<file path="config.mk">
export PLATFORM = sky130hd
export DESIGN_NAME = least_loaded_slot_store
export DESIGN_NICKNAME = d
export VERILOG_FILES = /design/src/rtl/llss_pkg.sv /design/src/rtl/least_loaded_slot_store.sv
export VERILOG_INCLUDE_DIRS = /design/src /design/src/rtl
export SDC_FILE = /design/constraint.sdc
export NUM_CORES = 1
export LEC_CHECK = 0
export ABC_AREA = 1
export BUFFER_PORTS_ARGS = -buffer_cell sky130_fd_sc_hd__buf_2
export CORE_MARGIN = 2
export CORE_UTILIZATION = 50
export DETAILED_ROUTE_END_ITERATION = 10
export PLACE_DENSITY_LB_ADDON = 0.05
export SYNTH_ARGS = -nofsm -noshare
export SYNTH_HDL_FRONTEND = slang
export SYNTH_SLANG_ARGS = --single-unit
</file>
<file path="constraint.sdc">
create_clock -name clk -period 3 [get_ports clk]
set_clock_uncertainty 0.2 [all_clocks]
set_input_delay 0.9 -clock clk [delete_from_list [all_inputs] [get_ports clk]]
set_output_delay 0.9 -clock clk [all_outputs]
set_load 0.02 [all_outputs]
</file>
<file path="src/rtl/least_loaded_slot_store_defines.svh">
// Assertion macros used by least_loaded_slot_store.sv
`ifndef LEAST_LOADED_SLOT_STORE_DEFINES_SVH
`define LEAST_LOADED_SLOT_STORE_DEFINES_SVH

`ifndef SYNTHESIS
`define LLSS_ASSERT_IMPLIES(label, ante, cons) \
    label: assert property (@(posedge clk) disable iff (!rst_n) (ante) |-> (cons)) \
        else $error("llss assertion failed");
`define LLSS_ASSERT_NEXT(label, ante, cons) \
    label: assert property (@(posedge clk) disable iff (!rst_n) (ante) |=> (cons)) \
        else $error("llss assertion failed");
`else
`define LLSS_ASSERT_IMPLIES(label, ante, cons)
`define LLSS_ASSERT_NEXT(label, ante, cons)
`endif

`endif

</file>
<file path="src/rtl/llss_pkg.sv">
package llss_pkg;

    localparam int NUM_BUFFERS      = 2;
    localparam int SLOTS_PER_BUFFER = 8;

    localparam int BUF_W     = (NUM_BUFFERS > 1) ? $clog2(NUM_BUFFERS) : 1;
    localparam int BUF_SUM_W = BUF_W + 1;
    localparam int SLOT_W    = (SLOTS_PER_BUFFER > 1) ? $clog2(SLOTS_PER_BUFFER) : 1;
    localparam int FILL_W    = $clog2(SLOTS_PER_BUFFER + 1);

    localparam int LIMIT_W      = 10;
    localparam int ITEM_W       = 10;
    localparam int START_W      = 4;
    localparam int STATUS_W     = 2;
    localparam int BUF_IDX_W    = 4;
    localparam int SLOT_IDX_W   = 6;
    localparam int IN_TDATA_W   = 8;
    localparam int OUT_FIELDS_W = BUF_IDX_W + SLOT_IDX_W + ITEM_W;
    localparam int OUT_TDATA_W  = ((OUT_FIELDS_W + 7) / 8) * 8;
    localparam int OUT_PAD_W    = OUT_TDATA_W - OUT_FIELDS_W;

    localparam logic [LIMIT_W-1:0] LIMIT_RESET = LIMIT_W'(100);

    localparam logic OP_PRODUCE = 1'b0;
    localparam logic OP_CONSUME = 1'b1;

    localparam logic [STATUS_W-1:0] ST_DONE  = 2'd0;
    localparam logic [STATUS_W-1:0] ST_FULL  = 2'd1;
    localparam logic [STATUS_W-1:0] ST_EMPTY = 2'd2;
    localparam logic [STATUS_W-1:0] ST_LIMIT = 2'd3;

    typedef struct packed {
        logic [STATUS_W-1:0]   status;
        logic [BUF_IDX_W-1:0]  buffer_index;
        logic [SLOT_IDX_W-1:0] slot_index;
        logic [ITEM_W-1:0]     item_number;
    } result_t;

endpackage

</file>
<file path="src/rtl/least_loaded_slot_store.sv">
// Channel   Direction  tdata fields (low bit up)                  tuser
// s_axis    in         start_buffer[3:0]                          opcode[0]
// m_axis    out        buffer_index[3:0] slot_index[9:4]          status[1:0]
//                      item_number[19:10]
// cfg       in         cfg_wdata = item_limit, written on cfg_we  -
//
// One transaction per cycle sustained while m_axis is not stalled; an accepted transaction
// is held in the input register, then one pass of selection logic writes the result register.
// Buffer state updates as a transaction leaves the input register, so the next one sees it.
// Reset empties all buffers, clears both totals and sets item_limit to 100.
// A stalled m_axis holds the result; one more transaction waits in the input register.
`include "least_loaded_slot_store_defines.svh"

module least_loaded_slot_store (
    input  logic                               clk,
    input  logic                               rst_n,
    input  logic                               cfg_we,
    input  logic [llss_pkg::LIMIT_W-1:0]       cfg_wdata,
    input  logic                               s_axis_tvalid,
    output logic                               s_axis_tready,
    input  logic [llss_pkg::IN_TDATA_W-1:0]    s_axis_tdata,  // start_buffer, zero pad
    input  logic [0:0]                         s_axis_tuser,  // opcode
    output logic                               m_axis_tvalid,
    input  logic                               m_axis_tready,
    output logic [llss_pkg::OUT_TDATA_W-1:0]   m_axis_tdata,  // buffer_index, slot_index,
                                                              // item_number, zero pad
    output logic [llss_pkg::STATUS_W-1:0]      m_axis_tuser   // status
);

    import llss_pkg::*;

    logic                     in_valid_reg;
    logic                     in_op_reg;
    logic [START_W-1:0]       in_start_reg;
    logic                     out_valid_reg;
    result_t                  out_reg;

    logic                     slot_full_reg [NUM_BUFFERS][SLOTS_PER_BUFFER];
    logic [ITEM_W-1:0]        slot_item_reg [NUM_BUFFERS][SLOTS_PER_BUFFER];
    logic [FILL_W-1:0]        fill_count_reg [NUM_BUFFERS];
    logic [LIMIT_W-1:0]       produced_total_reg;
    logic [LIMIT_W-1:0]       consumed_total_reg;
    logic [LIMIT_W-1:0]       item_limit_reg;

    logic                     advance;
    logic                     in_fire;
    logic [BUF_W-1:0]         prod_buf;
    logic                     prod_found;
    logic [SLOT_W-1:0]        prod_slot;
    logic [BUF_W-1:0]         start_mod;
    logic [BUF_SUM_W-1:0]     rr_sum;
    logic                     cons_found;
    logic [BUF_W-1:0]         cons_buf;
    logic [SLOT_W-1:0]        cons_slot;
    logic [ITEM_W-1:0]        cons_item;
    logic [ITEM_W-1:0]        next_item;
    logic                     do_produce;
    logic                     do_consume;
    result_t                  result_next;

    assign advance       = in_valid_reg && (!out_valid_reg || m_axis_tready);
    assign s_axis_tready = !in_valid_reg || advance;
    assign in_fire       = s_axis_tvalid && s_axis_tready;

    assign m_axis_tvalid = out_valid_reg;
    assign m_axis_tuser  = out_reg.status;
    assign m_axis_tdata  = {{OUT_PAD_W{1'b0}}, out_reg.item_number, out_reg.slot_index,
                            out_reg.buffer_index};

    // least loaded buffer, lowest index on a tie
    always_comb
    begin
        prod_buf = '0;
        for (int b = 1; b < NUM_BUFFERS; b++)
        begin
            if (fill_count_reg[b] < fill_count_reg[prod_buf])
                prod_buf = BUF_W'(b);
        end
    end

    always_comb
    begin
        prod_found = 1'b0;
        prod_slot  = '0;
        for (int s = SLOTS_PER_BUFFER - 1; s >= 0; s--)
        begin
            if (!slot_full_reg[prod_buf][s])
            begin
                prod_found = 1'b1;
                prod_slot  = SLOT_W'(s);
            end
        end
    end

    always_comb
    begin
        start_mod = '0;
        for (int i = 0; i < (1 << START_W); i++)
        begin
            if (in_start_reg == START_W'(i))
                start_mod = BUF_W'(i % NUM_BUFFERS);
        end
    end

    // round-robin from the start buffer to the first non-empty one
    always_comb
    begin
        cons_found = 1'b0;
        cons_buf   = '0;
        rr_sum     = '0;
        for (int k = NUM_BUFFERS - 1; k >= 0; k--)
        begin
            rr_sum = {1'b0, start_mod} + BUF_SUM_W'(k);
            if (rr_sum >= BUF_SUM_W'(NUM_BUFFERS))
                rr_sum = rr_sum - BUF_SUM_W'(NUM_BUFFERS);
            if (fill_count_reg[rr_sum[BUF_W-1:0]] != '0)
            begin
                cons_found = 1'b1;
                cons_buf   = rr_sum[BUF_W-1:0];
            end
        end
    end

    always_comb
    begin
        cons_slot = '0;
        for (int s = SLOTS_PER_BUFFER - 1; s >= 0; s--)
        begin
            if (slot_full_reg[cons_buf][s])
                cons_slot = SLOT_W'(s);
        end
    end

    assign cons_item = slot_item_reg[cons_buf][cons_slot];
    assign next_item = produced_total_reg + ITEM_W'(1);

    always_comb
    begin
        result_next = '0;
        do_produce  = 1'b0;
        do_consume  = 1'b0;
        if (in_op_reg == OP_PRODUCE)
        begin
            if (produced_total_reg >= item_limit_reg)
                result_next.status = ST_LIMIT;
            else if (!prod_found)
                result_next.status = ST_FULL;
            else
            begin
                do_produce               = 1'b1;
                result_next.status       = ST_DONE;
                result_next.buffer_index = BUF_IDX_W'(prod_buf);
                result_next.slot_index   = SLOT_IDX_W'(prod_slot);
                result_next.item_number  = next_item;
            end
        end
        else
        begin
            if (consumed_total_reg >= item_limit_reg)
                result_next.status = ST_LIMIT;
            else if (!cons_found)
                result_next.status = ST_EMPTY;
            else
            begin
                do_consume               = 1'b1;
                result_next.status       = ST_DONE;
                result_next.buffer_index = BUF_IDX_W'(cons_buf);
                result_next.slot_index   = SLOT_IDX_W'(cons_slot);
                result_next.item_number  = cons_item;
            end
        end
    end

    always_ff @(posedge clk or negedge rst_n)
    begin
        if (!rst_n)
        begin
            in_valid_reg  <= 1'b0;
            out_valid_reg <= 1'b0;
        end
        else
        begin
            if (in_fire)
                in_valid_reg <= 1'b1;
            else if (advance)
                in_valid_reg <= 1'b0;
            if (advance)
                out_valid_reg <= 1'b1;
            else if (m_axis_tready)
                out_valid_reg <= 1'b0;
        end
    end

    always_ff @(posedge clk)
    begin
        if (in_fire)
        begin
            in_op_reg    <= s_axis_tuser[0];
            in_start_reg <= s_axis_tdata[START_W-1:0];
        end
        if (advance)
            out_reg <= result_next;
        if (advance && do_produce)
            slot_item_reg[prod_buf][prod_slot] <= next_item;
    end

    always_ff @(posedge clk or negedge rst_n)
    begin
        if (!rst_n)
        begin
            for (int b = 0; b < NUM_BUFFERS; b++)
            begin
                fill_count_reg[b] <= '0;
                for (int s = 0; s < SLOTS_PER_BUFFER; s++)
                    slot_full_reg[b][s] <= 1'b0;
            end
            produced_total_reg <= '0;
            consumed_total_reg <= '0;
            item_limit_reg     <= LIMIT_RESET;
        end
        else
        begin
            if (cfg_we)
                item_limit_reg <= cfg_wdata;
            if (advance && do_produce)
            begin
                slot_full_reg[prod_buf][prod_slot] <= 1'b1;
                fill_count_reg[prod_buf]           <= fill_count_reg[prod_buf] + FILL_W'(1);
                produced_total_reg                 <= next_item;
            end
            if (advance && do_consume)
            begin
                slot_full_reg[cons_buf][cons_slot] <= 1'b0;
                fill_count_reg[cons_buf]           <= fill_count_reg[cons_buf] - FILL_W'(1);
                consumed_total_reg                 <= consumed_total_reg + LIMIT_W'(1);
            end
        end
    end

    `LLSS_ASSERT_IMPLIES(a_fail_fields_zero,
        out_valid_reg && out_reg.status != ST_DONE,
        out_reg.buffer_index == '0 && out_reg.slot_index == '0 && out_reg.item_number == '0)
    `LLSS_ASSERT_IMPLIES(a_ready_when_out_free, !out_valid_reg, s_axis_tready)
    `LLSS_ASSERT_NEXT(a_produce_advances_total, advance && do_produce,
        produced_total_reg == $past(produced_total_reg) + LIMIT_W'(1))
    `LLSS_ASSERT_NEXT(a_consume_not_ahead, advance && do_consume,
        consumed_total_reg <= $past(produced_total_reg))

endmodule
</file>
Word-level counts from Yosys, hierarchy flattened:

Memory sizes are Yosys's and may differ from the RTL's.
Cells that the tools add are included.

* bits in latches: 0
* bits of input ports: 24
* memories kept: 1
* ROM bits: 0
* output and inout port bits: 28
* logic and storage cells: 200
* bits in writable memories: 160
* register bits: 83

* add/subtract/negate cells: 7
* multiply operators: 0
* shift operators: 0
* reduce and logical (&&, ||, !) cells: 16
* multiplexer cells: 108
* div/mod/pow operators: 0
* magnitude comparators: 15
* equal/unequal tests: 15
* bitwise gates (word level): 9

Memories
* slot_item_reg: words 2, bits a word 80, rd ports 1, clocked after memory_dff 0, write ports 1, RTL line least_loaded_slot_store.sv:39 `logic [ITEM_W-1:0] slot_item_reg [NUM_BUFFERS][SLOTS_PER_BUFFER];`

Operators with widths (count)
* 8-bit two-way mux: 10
* 80-bit two-way mux: 1
* 17-bit two-way mux: 4
* 4-bit two-way mux: 14
* 3-bit two-way mux: 16
* 1-bit two-way mux: 44
* 4-bit equality test, second input constant: 8
* 16-bit two-way mux: 2
* 10-bit binary-select mux with 3-bit select: 1
* 10-bit demux with 3-bit select: 1
* 10-bit two-way mux: 3
* 22-bit two-way mux: 1
* 10-bit by 1-bit adder with 10-bit output, second input constant: 2
* 10-bit greater-or-equal comparator: 2
* 16-bit bitwise AND: 1
* 8-bit bitwise mux: 2
* 8-bit demux with 1-bit select: 2
* 4-bit by 3-bit equality test with 1-bit output, second input constant: 4
* 16-bit NOT: 1
* 16-bit OR: 1
* 2-bit greater-or-equal comparator, second input constant: 5
* 4-bit demux with 1-bit select: 2
* 4-bit by 2-bit equality test with 1-bit output, second input constant: 2
* 4-bit greater-or-equal comparator, second input constant: 2
* 18 further kinds: 39

Longest topological paths before layout:

Gate-level depths: netlist (run 1).

* depth after elaboration: 48
* depth in mapped cells: 19
* mapped depth without buffers: 18

Worst setup path after synthesis (run 1):

Ideal clock, no wire load.

* kind: input -> register
* start point: input m_axis_tready
* end point: memory slot_item_reg[0][40] (netlist bit), enable pin
* library setup time: 0.376 ns
* stages: 8
* arrival time: 2.463 ns
* buffers on the path: 0
* path slack: -0.039 ns
* path through: inv_1 -> nand2_1 -> nand2_1 -> inv_1 -> nand4_4 -> inv_1 -> nand2_1 -> nor2_1

* longest elaborated chain between the ends: 5

RTL lines
* start, declared: RTL line least_loaded_slot_store.sv:24 `input logic m_axis_tready,`
* 1-bit logical OR: RTL line least_loaded_slot_store.sv:61 `assign advance = in_valid_reg && (!out_valid_reg || m_axis_tready);`
* 1-bit logical AND: RTL line least_loaded_slot_store.sv:61
* net advance: RTL line least_loaded_slot_store.sv:45 `logic advance;`
* 1-bit logical AND: RTL line least_loaded_slot_store.sv:203 `if (advance && do_produce)`
* 1-bit two-way mux: RTL line least_loaded_slot_store.sv:203
* 80-bit two-way mux (not written as such): RTL line least_loaded_slot_store.sv:204 `slot_item_reg[prod_buf][prod_slot] <= next_item;`
* end, declared: RTL line least_loaded_slot_store.sv:39

The timed path passes the listed nets, and every way through them passes these cells.

Worst setup path in the final report (run 1):

* start point: register fill_count_reg[1] (netlist bit)
* end point: memory slot_item_reg[0][61] (netlist bit), enable pin

* longest elaborated chain between the ends: 20

RTL lines
* start, declared: RTL line least_loaded_slot_store.sv:40 `logic [FILL_W-1:0] fill_count_reg [NUM_BUFFERS];`
* start signal, assigned by index: RTL line least_loaded_slot_store.sv:228 `fill_count_reg[prod_buf] <= fill_count_reg[prod_buf] + FILL_W'(1);`
* start signal, assigned by index: RTL line least_loaded_slot_store.sv:234 `fill_count_reg[cons_buf] <= fill_count_reg[cons_buf] - FILL_W'(1);`
* 4-bit < comparator (*): RTL line least_loaded_slot_store.sv:76 `if (fill_count_reg[b] < fill_count_reg[prod_buf])`
* 1-bit two-way mux (*): RTL line least_loaded_slot_store.sv:76
* 1-bit NOT with 2-bit output (not written as such): RTL line least_loaded_slot_store.sv:87 `if (!slot_full_reg[prod_buf][s])`
* 8-bit two-way mux (not written as such) (3 in a row): RTL line least_loaded_slot_store.sv:87
* 3-bit two-way mux or 1-bit two-way mux (tied branches) (8 in a row): RTL line least_loaded_slot_store.sv:87
* 3-bit NOT with 4-bit output (not written as such) or 1-bit two-way mux (tied branches): RTL line least_loaded_slot_store.sv:204, least_loaded_slot_store.sv:146
* 4-bit greater-or-equal comparator (not written as such), or another cell as far along: RTL line least_loaded_slot_store.sv:204
* 1-bit logical AND (not written as such) or 1-bit two-way mux (tied branches): RTL line least_loaded_slot_store.sv:204, least_loaded_slot_store.sv:142
* 10-bit two-way mux (not written as such) or 1-bit logical AND (tied branches): RTL line least_loaded_slot_store.sv:204, least_loaded_slot_store.sv:203
* 10-bit demux with 3-bit select or 1-bit two-way mux (tied branches): RTL line least_loaded_slot_store.sv:204, least_loaded_slot_store.sv:203
* 80-bit two-way mux (not written as such): RTL line least_loaded_slot_store.sv:204

Every way passes the cells marked *; elsewhere a longest branch is shown, timed or not. The select of a mux whose other input is x is not followed.

==> PnR_summary.wiki, run 1 <==
{| class="wikitable"
! Metric !! Value
|-
| Run status || finished clean
|-
| Synth Register Bits || between 200 and 250
|-
| Cells after synthesis || 1100
|-
| Max capacitance violation total || 0
|-
| Least-Margin Pin Slew || 0.7734 ns
|-
| Worst hold start || consumed_total_reg[0]
|-
| Synth warnings || 0
|-
| Total wire length after detailed routing || 28.66 mm
|-
| Filler Cell Count || approximately 1900
|-
| Time the worst path needs with I/O delays and setup || 2.861 ns
|-
| Area Growth Syn to Fin || 18.71%
|-
| Finished layout cell area || 13730 um^2
|-
| Worst path required time || 3.03 ns
|-
| TritonCTS sink count || about 230
|-
| Pin count of the biggest net entering global routing || 57
|-
| Largest vdd supply drop || roughly 0.73 mV
|-
| Setup violators final || 0
|-
| Flip-flop count of the largest register after layout || 160
|-
| Count of placed standard cells including taps || between 1000 and 1500
|-
| Die footprint || 24370 um^2
|-
| CTS Buf Count || 26
|-
| Data arrival time of the critical path || 2.89 ns
|-
| Non-filler instance count after layout || 1499
|-
| Worst setup path start || fill_count_reg[1]
|-
| Portion of the post-synthesis area used by sequential elements || 0.5834
|-
| Final-report max-slew violation count || 0
|-
| Number of unique standard cell types used by synthesis || 43
|-
| Routed length per placed instance || about 19 um
|-
| Power density relative to cell area || approximately 1000 nW/um^2
|-
| RSZ-0062 raised after global routing || yes
|-
| Setup crit end kind || flip-flop
|-
| Final ANT Viol Nets || 0
|-
| Initial antenna violation count || 0
|-
| Initial DRC Count || between 500 and 600
|-
| Type of the worst min-delay path || reg2reg
|-
| Critical setup path kind || reg2reg
|-
| Global Route Usage Sum || 0.2385
|-
| Highest-count cells in the layout ignoring fill and taps || 266 x nand2_1, 178 x edfxtp_1, 89 x inv_1
|-
| Crit share post-route || 0.9538
|-
| Startpoint kind of the worst setup timing path || flip-flop
|-
| Total negative slack for setup checks || 0 ns
|-
| Via count of the first global-routing pass || around 7800
|-
| DRC violation count after routing || 0
|-
| Later-pin clock latency in the skew report || between 0.5 and 0.6 ns
|-
| Quantity of I/O buffers inserted on ports || 34
|-
| Net count, final || 1247
|-
| Initial core utilization || 0.5095
|-
| Standard-cell rows || 55
|-
| Clock transition at the registers of the reported paths || 0.06 ns
|-
| Core Util, Final || 0.6048
|-
| Post-synthesis cell area || 11570 um^2
|-
| Maximum buffer depth of the clock tree || 3
|-
| Area of the core region || ~23000 um^2
|-
| Synthesized area per cell || roughly 11 um^2
|-
| Final HPWL from detailed placement || 18.90 mm
|-
| Congestion Overflow GR || 0
|-
| Most common cell after layout, fill and taps aside || nand2_1
|-
| Leakage power || 6.123 nW
|-
| Global placer's final weighted congestion || 0.9239
|-
| TritonCTS clock tree || done
|-
| Setup slack on the worst flop-to-flop path || 0.14 ns
|-
| Top_reg_cell synth || edfxtp_1
|-
| Number of vias per cell || 5.416
|-
| Area after DPL || 12570 um^2
|-
| Via count || between 8000 and 9000
|-
| Height of the chip || 156.1 um
|-
| Number of top-level design ports || between 50 and 60
|-
| Max-slew headroom at the worst pin || 0.4844
|-
| Upper clock frequency limit || about 0.35 GHz
|-
| Reg2reg start || fill_count_reg[1]
|-
| Number of endpoints with negative hold slack in the final report || 0
|-
| First-pass GRT wire length || between 40 and 50 mm
|-
| CTS HTree Levels || 1
|-
| Crit path max fanout || 15
|-
| # diodes || 0
|-
| Proportion of layout cells with a drive suffix above 1 || 0.1870
|-
| Horizontal extent of the die || about 160 um
|-
| FFs w/ async S/R, synth || 0.2393
|-
| Router iterations before antenna repair || 5
|-
| Root buffer cell || clkbuf_16
|-
| EDFF count, synth || 178
|}
[worst max-delay path, stage by stage (launching register included)]
cell	delay, ns
dfrtp_2	0.45
ha_1	0.30
nand2_1	0.08
nand2_2	0.07
nand2_4	0.09
nand2_8	0.10
nand2_1	0.08
nand2_1	0.08
nand2_2	0.11
nor2_4	0.07
nand2_4	0.09
nand4_4	0.18
buf_6	0.20
nor2_8	0.10
nand3_1	0.12
inv_2	0.09
buf_12	0.13
[report_power, final]
group,switching (mW),internal [mW]
Clock,1.23,1.92
Combinational,3.92,2.16
Sequential,0.250,4.23
[synth_stat cells, types with 2 or more instances]
| cell type | n | area (um^2) |
|---|---|---|
| buf_2 | 19 | 95.09 |
| nor3_1 | 8 | 40.04 |
| o21ai_1 | 3 | 15.01 |
| o22ai_1 | 2 | 12.51 |
| o21ai_0 | 38 | 190.2 |
| edfxtp_1 | 178 | 5345 |
| o21bai_1 | 2 | 15.01 |
| a21oi_1 | 22 | 110.1 |
| dfstp_2 | 3 | 78.83 |
| nand4_1 | 49 | 306.5 |
| nor4_1 | 3 | 18.77 |
| clkbuf_1 | 6 | 22.52 |
| xnor2_1 | 4 | 35.03 |
| nor2_4 | 5 | 56.30 |
| mux2i_1 | 80 | 800.8 |
| inv_1 | 101 | 379.1 |
| nand2_4 | 5 | 56.30 |
| dfrtp_1 | 53 | 1326 |
| buf_4 | 19 | 142.6 |
| buf_6 | 9 | 101.4 |
| nand2_1 | 275 | 1032 |
| nor2_2 | 4 | 25.02 |
| nand3_2 | 4 | 40.04 |
| o21a_1 | 2 | 15.01 |
| nand2_2 | 8 | 50.05 |
| inv_2 | 4 | 15.01 |
| o211ai_1 | 2 | 15.01 |
| ha_1 | 27 | 337.8 |
| nand3_1 | 77 | 385.4 |
| nor2_1 | 58 | 217.7 |
| o31ai_1 | 2 | 15.01 |
| xor2_1 | 17 | 148.9 |
[timing repair]
item	in CTS	in global routing
setup endpoints to repair	47	183
gates cloned	1	2
pin swaps	1	12
resized for setup	2	53
setup buffers	0	10
hold buffers	0	0
[worst paths after layout]
path / to / depth (start not counted)
setup / recovery: slot_item_reg[0][61] / 16
hold / removal: consumed_total_reg[0] / 1
setup reg to reg: slot_item_reg[0][61] / 16
hold reg to reg: consumed_total_reg[0] / 1
max in group asynchronous: fill_count_reg[1] / 2
min in group asynchronous: item_limit_reg[7] / 2
[cell type report]
cell class                 count  area [um^2]  share of cell area
sequential                   234         6751              0.4916
tap                          285        356.6             0.02596
multi-input combinational    717         4257              0.3099
inverter                     105        400.4             0.02915
timing repair buffer         112         1126             0.08199
clock inverter                11        127.6            0.009292
clock buffer                  35        715.7             0.05211
[layer usage]
layer / wire (um) / vias to the layer above / track usage
met5: 0 / - / 0
met3: 1846 / 35 / 0.03139
met4: 577 / 0 / 0.06859
met2: 13060 / 227 / 0.3732
met1: 13180 / 3912 / 0.3510
li1: - / 3944 / -
[cell families after synthesis]
group	share of synthesized area
simple gates	0.1990
flops	0.5834
buf+inv	0.06694
mux	0.07019
compound gates	0.03504
fa+ha+maj	0.02920
xor+xnor	0.01590
other cells	0.0003241
[per-stage QoR]
step                      power, mW  setup slack, ns  hold WS (ns)
after floorplan               8.201          0.07064        0.2687
after global placement        10.04         0.006184        0.2939
after detailed placement      10.08         -0.02406        0.2918
after CTS                     13.27         0.009130        0.3062
after global routing          14.48         -0.05650        0.3166
final                         13.71           0.1385        0.3022
Power figures use the tool's default switching activity.
==> inputs of run 2 (changes only) <==
--- a/config.mk
+++ b/config.mk
@@ -9,7 +9,7 @@
 export ABC_AREA = 1
 export BUFFER_PORTS_ARGS = -buffer_cell sky130_fd_sc_hd__buf_2
 export CORE_MARGIN = 2
-export CORE_UTILIZATION = 50
+export CORE_UTILIZATION = 25
 export DETAILED_ROUTE_END_ITERATION = 10
 export PLACE_DENSITY_LB_ADDON = 0.05
 export SYNTH_ARGS = -nofsm -noshare
==> run 2 against run 1 <==
Against the previous run: die area up 97%; setup slack improved by 0.0058 ns; clock power rose by 8.3%; clock-buffer cell count grew 6; via count fell by 2.4%; final area increased by 5.1%; sequential power barely moved; core utilization fell by 29 points; first-iteration DRC count fell by 38%; critical path depth down 2; power rose by 4.7%; highest routed layer unchanged.
==> PnR_summary.wiki, run 2 (synthesis results as in run 1) <==
{| class="wikitable"
! Metric !! Value
|-
| Largest vdd supply drop || 0.5155 mV (was 0.7287 mV)
|-
| Router iterations before antenna repair || 5 (unchanged)
|-
| Core Util, Final || 0.3166 (was 0.6048)
|-
| Data arrival time of the critical path || 2.94 ns (was 2.89 ns)
|-
| Setup crit end kind || flip-flop (unchanged)
|-
| Run status || finished clean (unchanged)
|-
| Number of endpoints with negative hold slack in the final report || 0 (unchanged)
|-
| Root buffer cell || clkbuf_16 (unchanged)
|-
| Pin count of the biggest net entering global routing || 29 (was 57)
|-
| Initial antenna violation count || 0 (unchanged)
|-
| Most common cell after layout, fill and taps aside || nand2_1 (unchanged)
|-
| Height of the chip || 219.1 um (was 156.1 um)
|-
| # diodes || 0 (unchanged)
|-
| Met3 layer usage reported by global route || 0.01940 (was 0.03139)
|-
| Time the worst path needs with I/O delays and setup || 2.856 ns (was 2.861 ns)
|-
| Max capacitance violation total || 0 (unchanged)
|-
| Met1 Resource Use GR || 0.1944 (was 0.3510)
|-
| Area after DPL || 13310 um^2 (was 12570 um^2)
|-
| Master of the slowest instance on the critical path || dfstp_2 (was dfrtp_2)
|-
| Later-pin clock latency in the skew report || 0.58 ns (was 0.53 ns)
|-
| Least-Margin Pin Slew || 1.167 ns (was 0.7734 ns)
|-
| Number of top-level design ports || 52 (unchanged)
|-
| Final-report max-slew violation count || 0 (unchanged)
|-
| Worst setup timing slack at the placement stage || -0.01031 ns (was -0.02406 ns)
|-
| Met2 Usage GRT || 0.2576 (was 0.3732)
|-
| Max-slew headroom at the worst pin || 0.2217 (was 0.4844)
|-
| Upper clock frequency limit || 0.3502 GHz (was 0.3495 GHz)
|-
| Global Route Usage Sum || 0.1476 (was 0.2385)
|-
| Crit share post-route || 0.9519 (was 0.9538)
|-
| Via count || 7924 (was 8118)
|-
| TritonCTS clock tree || done (unchanged)
|-
| DRC violation count after routing || 0 (unchanged)
|-
| Maximum buffer depth of the clock tree || 3 (unchanged)
|-
| Final HPWL from detailed placement || 23.91 mm (was 18.90 mm)
|-
| Horizontal extent of the die || 219.1 um (was 156.1 um)
|-
| Total of hold buffers inserted after clock tree synthesis || 0 (unchanged)
|-
| Grt peak-use layer || met2 (unchanged)
|-
| Worst path required time || 3.09 ns (was 3.03 ns)
|-
| Number of vias per cell || 4.290 (was 5.416)
|-
| Chain of cells forming the critical path || inv_1 -> ha_1 -> nand2_1 -> nor2_1 -> o211ai_1 -> nand3_1 -> nor2_2 -> buf_4 -> nand4_4 -> nor2_1 -> buf_4 -> nand3_2 -> inv_4 -> clkbuf_16 (was ha_1 -> nand2_1 -> nand2_2 -> nand2_4 -> nand2_8 -> nand2_1 -> nand2_1 -> nand2_2 -> nor2_4 -> nand2_4 -> nand4_4 -> buf_6 -> nor2_8 -> nand3_1 -> inv_2 -> buf_12)
|-
| Pwr Total || 14.36 mW (was 13.71 mW)
|-
| CTS HTree Levels || 1 (unchanged)
|-
| First-pass GRT wire length || 52.16 mm (was 43.85 mm)
|-
| Quantity of I/O buffers inserted on ports || 34 (unchanged)
|-
| Leakage power || 6.331 nW (was 6.123 nW)
|-
| Highest-count cells in the layout ignoring fill and taps || 266 x nand2_1, 178 x edfxtp_1, 86 x inv_1 (was 266 x nand2_1, 178 x edfxtp_1, 89 x inv_1)
|-
| Final ANT Viol Nets || 0 (unchanged)
|-
| Congestion Overflow GR || 0 (unchanged)
|-
| Die footprint || 48020 um^2 (was 24370 um^2)
|-
| Clock transition at the registers of the reported paths || 0.06 ns (about the same)
|-
| TritonCTS sink count || 234 (unchanged)
|-
| Critical setup path kind || reg2reg (unchanged)
|-
| Total wire length after detailed routing || 34.98 mm (was 28.66 mm)
|-
| Global placer's final weighted congestion || 0.7684 (was 0.9239)
|-
| Power density relative to cell area || 994.8 nW/um^2 (was 998.1 nW/um^2)
|-
| Max stage delay on crit path || 0.51 ns (was 0.45 ns)
|-
| Initial DRC Count || 372 (was 596)
|-
| Initial core utilization || 0.2539 (was 0.5095)
|-
| Area of the core region || 45580 um^2 (was 22710 um^2)
|-
| Flip-flop count of the largest register after layout || 160 (unchanged)
|-
| Via count of the first global-routing pass || 8142 (was 7838)
|-
| Proportion of layout cells with a drive suffix above 1 || 0.2037 (was 0.1870)
|-
| Standard-cell rows || 78 (was 55)
|-
| Type of the worst min-delay path || in2async (was reg2reg)
|-
| Startpoint kind of the worst setup timing path || flip-flop (unchanged)
|-
| Filler Cell Count || 4682 (was 1894)
|-
| Area Growth Syn to Fin || 24.72% (was 18.71%)
|-
| Crit path max fanout || 7 (was 15)
|-
| Setup violators final || 0 (unchanged)
|-
| Final worst setup slack || 0.1443 ns (was 0.1385 ns)
|-
| CTS Buf Count || 29 (was 26)
|-
| Total negative slack for setup checks || 0 ns (unchanged)
|-
| Routed length per placed instance || 18.94 um (was 19.12 um)
|-
| Net count, final || 1283 (was 1247)
|-
| Finished layout cell area || 14430 um^2 (was 13730 um^2)
|-
| Register-to-Register Path Depth || 14 (was 16)
|}
## run 2: changes by cell type in the layout (fill, tap and decap cells not counted), sizes merged
cell / change
buf: +34
clkbuf: +7
clkinv: -5
nand3: -2
bufinv: -1
clkinvlp: -1
inv: +1
## run 2: critical path, delay by kind of cell, from the launching register on
kind	cells	cell delay, ns
buffers and inverters	5	0.66
adders and majority gates	1	0.28
AOI/OAI and AO/OA	1	0.09
DFF	1	0.51
and+or+nand+nor	7	0.82
## run 2: final timing paths
check | endpoint | slack, ns | start
min in group clk | in_op_reg | 0.29 | s_axis_tuser
hold / removal | consumed_total_reg[8] | 0.12 | rst_n
hold reg to reg | consumed_total_reg[0] | 0.31 | consumed_total_reg[0]
max in group asynchronous | item_limit_reg[2] | 1.88 | rst_n
setup reg to reg | slot_item_reg[1][0] | 0.14 | item_limit_reg[6]
setup / recovery | slot_item_reg[1][0] | 0.14 | item_limit_reg[6]
## run 2: through the flow
stage	instances	hold slack, ns
floorplan	1109	0.2687
global placement	1790	0.3028
detailed placement	1790	0.3028
CTS	1836	0.1223
global route	1847	0.1435
finish	1847	0.1222
## run 2: area by class of cell
class,instances,area [um^2],share of cell area
clock inverter,5,88.84,0.006156
inverter,105,400.4,0.02775
sequential,234,6750,0.4678
timing repair buffer,147,1455,0.1008
tap,600,750.7,0.05202
clock buffer,41,802.0,0.05558
multi-input combinational,715,4183,0.2899
## run 2: repair_timing
action                                  CTS  global route
gates resized for setup                   2            39
setup buffers                             0             9
pin swaps                                 1             6
endpoints found under the setup margin   41           193
cloned                                    0             2
## run 2: routing by layer
| layer | wire (um) | vias to the layer above |
|---|---|---|
| met2 | 17100 | 106 |
| met3 | 955 | 38 |
| met5 | 0 | - |
| met4 | 697 | 0 |
| li1 | - | 3999 |
| met1 | 16220 | 3781 |
## run 2: where the power goes
group          switching (mW)  internal (mW)  total (mW)
combinational            4.12           2.38        6.50
clock                    1.39           2.01        3.40
sequential              0.223           4.23        4.46
==> inputs of run 3 (changes only) <==
--- a/config.mk
+++ b/config.mk
@@ -8,6 +8,7 @@
 export LEC_CHECK = 0
 export ABC_AREA = 1
 export BUFFER_PORTS_ARGS = -buffer_cell sky130_fd_sc_hd__buf_2
+export CORE_ASPECT_RATIO = 1.25
 export CORE_MARGIN = 2
 export CORE_UTILIZATION = 25
 export DETAILED_ROUTE_END_ITERATION = 10
==> run 3 against run 2 <==
Against the previous run: first-iteration DRC count decreased by 26%; power increased by 0.42%; wire length decreased by 1.4%; via count increased by 2.5%; combinational power about the same; worst hold slack got worse by 0.10 ns; sequential share of layout area decreased by 0.077 points.
==> PnR_summary.wiki, run 3 (synthesis results as in run 1) <==
{| class="wikitable"
! Metric !! Value
|-
| CTS HTree Levels || 1 (unchanged)
|-
| Least-Margin Pin Slew || 0.8232 ns (was 1.167 ns)
|-
| Initial antenna violation count || 0 (unchanged)
|-
| Filler Cell Count || 4726 (was 4682)
|-
| Horizontal extent of the die || 196.4 um (was 219.1 um)
|-
| Chain of cells forming the critical path || ha_1 -> a21oi_4 -> nand2_8 -> nand2_1 -> nand2_1 -> nand2_2 -> nor2_4 -> nand2_4 -> nand4_4 -> buf_4 -> nor2_2 -> nand3_1 -> inv_2 -> buf_12 (was inv_1 -> ha_1 -> nand2_1 -> nor2_1 -> o211ai_1 -> nand3_1 -> nor2_2 -> buf_4 -> nand4_4 -> nor2_1 -> buf_4 -> nand3_2 -> inv_4 -> clkbuf_16)
|-
| Later-pin clock latency in the skew report || 0.57 ns (was 0.58 ns)
|-
| Critical setup path kind || reg2reg (unchanged)
|-
| Crit share post-route || 0.9568 (was 0.9519)
|-
| Time the worst path needs with I/O delays and setup || 2.870 ns (was 2.856 ns)
|-
| Routed length per placed instance || 18.65 um (was 18.94 um)
|-
| Max capacitance violation total || 0 (unchanged)
|-
| Power density relative to cell area || 997.4 nW/um^2 (was 994.8 nW/um^2)
|-
| Startpoint kind of the worst setup timing path || flip-flop (unchanged)
|-
| Net count, final || 1294 (was 1283)
|-
| Clock transition at the registers of the reported paths || 0.06 ns (about the same)
|-
| CTS Buf Count || 28 (was 29)
|-
| Setup slack on the worst flop-to-flop path || 0.13 ns (was 0.14 ns)
|-
| Final ANT Viol Nets || 0 (unchanged)
|-
| Number of endpoints with negative hold slack in the final report || 0 (unchanged)
|-
| Initial DRC Count || 276 (was 372)
|-
| Setup violators final || 0 (unchanged)
|-
| Register-to-Register Path Depth || 14 (unchanged)
|-
| Total wire length after detailed routing || 34.51 mm (was 34.98 mm)
|-
| Max-slew headroom at the worst pin || 0.4512 (was 0.2217)
|-
| Buf+Inv Stages, Crit Path || 3 (was 5)
|-
| Worst hold slack || 0.02212 ns (was 0.1222 ns)
|-
| Flip-flop count of the largest register after layout || 160 (unchanged)
|-
| Global Route Usage Sum || 0.1457 (was 0.1476)
|-
| Run status || finished clean (unchanged)
|-
| Capturing point of the worst reg2reg path || slot_item_reg[1][59] (was slot_item_reg[1][0])
|-
| Final-report max-slew violation count || 0 (unchanged)
|-
| TritonCTS sink count || 234 (unchanged)
|-
| Area Growth Syn to Fin || 24.93% (was 24.72%)
|-
| Design internal power || 8.698 mW (was 8.622 mW)
|-
| Area after DPL || 13210 um^2 (was 13310 um^2)
|-
| P_sw || 5.718 mW (was 5.733 mW)
|-
| Initial core utilization || 0.2520 (was 0.2539)
|-
| Reg2reg start || fill_count_reg[2] (was item_limit_reg[6])
|-
| Standard-cell rows || 88 (was 78)
|-
| Global placer's final weighted congestion || 0.7426 (was 0.7684)
|-
| Number of top-level design ports || 52 (unchanged)
|-
| RSZ-0062 raised after global routing || yes
|-
| Setup crit end kind || flip-flop (unchanged)
|-
| TritonCTS clock tree || done (unchanged)
|-
| Upper clock frequency limit || 0.3484 GHz (was 0.3502 GHz)
|-
| Area of the core region || 45910 um^2 (was 45580 um^2)
|-
| Most numerous cell on the critical path || nand2_1
|-
| Finished layout cell area || 14450 um^2 (was 14430 um^2)
|-
| # diodes || 0 (unchanged)
|-
| Type of the worst min-delay path || in2async (unchanged)
|-
| Number of vias per cell || 4.392 (was 4.290)
|-
| First-pass GRT wire length || 52.14 mm (was 52.16 mm)
|-
| Data arrival time of the critical path || 2.94 ns (about the same)
|-
| Maximum buffer depth of the clock tree || 3 (unchanged)
|-
| Highest-count cells in the layout ignoring fill and taps || 266 x nand2_1, 178 x edfxtp_1, 93 x buf_4 (was 266 x nand2_1, 178 x edfxtp_1, 86 x inv_1)
|-
| Final HPWL from detailed placement || 23.88 mm (was 23.91 mm)
|-
| Height of the chip || 244.5 um (was 219.1 um)
|-
| Most common cell after layout, fill and taps aside || nand2_1 (unchanged)
|-
| Crit path max fanout || 13 (was 7)
|-
| DRC violation count after routing || 0 (unchanged)
|-
| Router iterations before antenna repair || 6 (was 5)
|-
| Pin count of the biggest net entering global routing || 58 (was 29)
|-
| Congestion Overflow GR || 0 (unchanged)
|-
| Reg power frac || 0.308 (was 0.310)
|-
| Total negative slack for setup checks || 0 ns (unchanged)
|-
| Family with the most delay on the worst path || simple AND/OR/NAND/NOR gates (unchanged)
|-
| Max stage delay on crit path || 0.43 ns (was 0.51 ns)
|-
| Largest vdd supply drop || 0.4929 mV (was 0.5155 mV)
|-
| Master of the slowest instance on the critical path || dfrtp_1 (was dfstp_2)
|-
| Quantity of I/O buffers inserted on ports || 34 (unchanged)
|-
| Leakage power || 6.385 nW (was 6.331 nW)
|-
| Power share of the clock group || 0.242 (was 0.237)
|-
| Net switching share of the total power || 0.3966 (was 0.3994)
|-
| Combinational share of power || 0.450 (was 0.453)
|-
| Proportion of layout cells with a drive suffix above 1 || 0.2134 (was 0.2037)
|-
| Root buffer cell || clkbuf_16 (unchanged)
|-
| Via count || 8126 (was 7924)
|-
| Worst path required time || 3.07 ns (was 3.09 ns)
|-
| Via count of the first global-routing pass || 8255 (was 8142)
|-
| Die footprint || 48030 um^2 (was 48020 um^2)
|}
## run 3: changes by cell type in the layout (fill, tap and decap cells not counted), moves of 3 or more
cell,before,now
buf_6,5,8
nor2_2,7,10
clkbuf_16,32,28
nor2_1,54,51
buf_12,29,22
inv_1,86,92
clkinv_2,1,5
inv_2,17,12
buf_4,76,93
## run 3: worst max path at each step
stage / to / depth (start not counted) / startpoint / slack (ns)
3_5_place_dp: slot_item_reg[0][29] / 13 / item_limit_reg[6] / -0.01
5_1_grt: slot_item_reg[1][59] / 16 / fill_count_reg[2] / -0.04
4_1_cts: slot_item_reg[0][29] / 14 / fill_count_reg[3] / 0.00007
3_3_place_gp: m_axis_tdata[11] / 18 / fill_count_reg[7] / -0.02
2_1_floorplan: slot_item_reg[0][40] / 10 / produced_total_reg[0] / 0.07
6_report: slot_item_reg[1][59] / 14 / fill_count_reg[2] / 0.13
## run 3: routing by layer
metal | vias to the layer above | wire (um) | global-route usage
met2 | 107 | 17670 | 0.2618
met3 | 36 | 918 | 0.01683
li1 | 4037 | - | -
met5 | - | 0 | 0
met4 | 0 | 658 | 0.03788
met1 | 3946 | 15260 | 0.1848
## run 3: per-stage QoR
stage	power, mW	worst slack, ns	util	instances
after detailed placement	10.64	-0.01174	0.2877	1779
final	14.42	0.1296	0.3148	1850
after floorplan	8.201	0.07064	-	1109
after global placement	10.68	-0.01779	0.2877	1779
after CTS	14.24	0.00006906	0.3082	1831
after global routing	15.46	-0.03505	0.3148	1850
## run 3: what timing repair did
item | in CTS | in global routing
resized for setup | 2 | 43
pin swaps | 0 | 6
endpoints found under the setup margin | 32 | 185
setup buffers | 0 | 17
gates cloned | 0 | 2
hold buffers | 0 | 0
## run 3: cell type report
class                           instances  area (um^2)  area share
Inverter                              105        397.9     0.02753
Clock buffer                           39        752.0     0.05203
Clock inverter                         13        180.2     0.01247
Multi-Input combinational cell        716         4215      0.2916
Sequential cell                       234         6750      0.4670
Tap cell                              585        732.0     0.05064
Timing Repair Buffer                  158         1426     0.09868
## run 3: power by group through the flow
| stage | combinational [mW] | sequential (mW) | clock, mW |
|---|---|---|---|
| after detailed placement | 6.13 | 4.51 | 0 |
| after floorplan | 3.64 | 4.56 | 0 |
| after CTS | 6.17 | 4.45 | 3.63 |
| after global placement | 6.17 | 4.51 | 0 |
| after global routing | 7.23 | 4.50 | 3.74 |
| final | 6.49 | 4.44 | 3.48 |
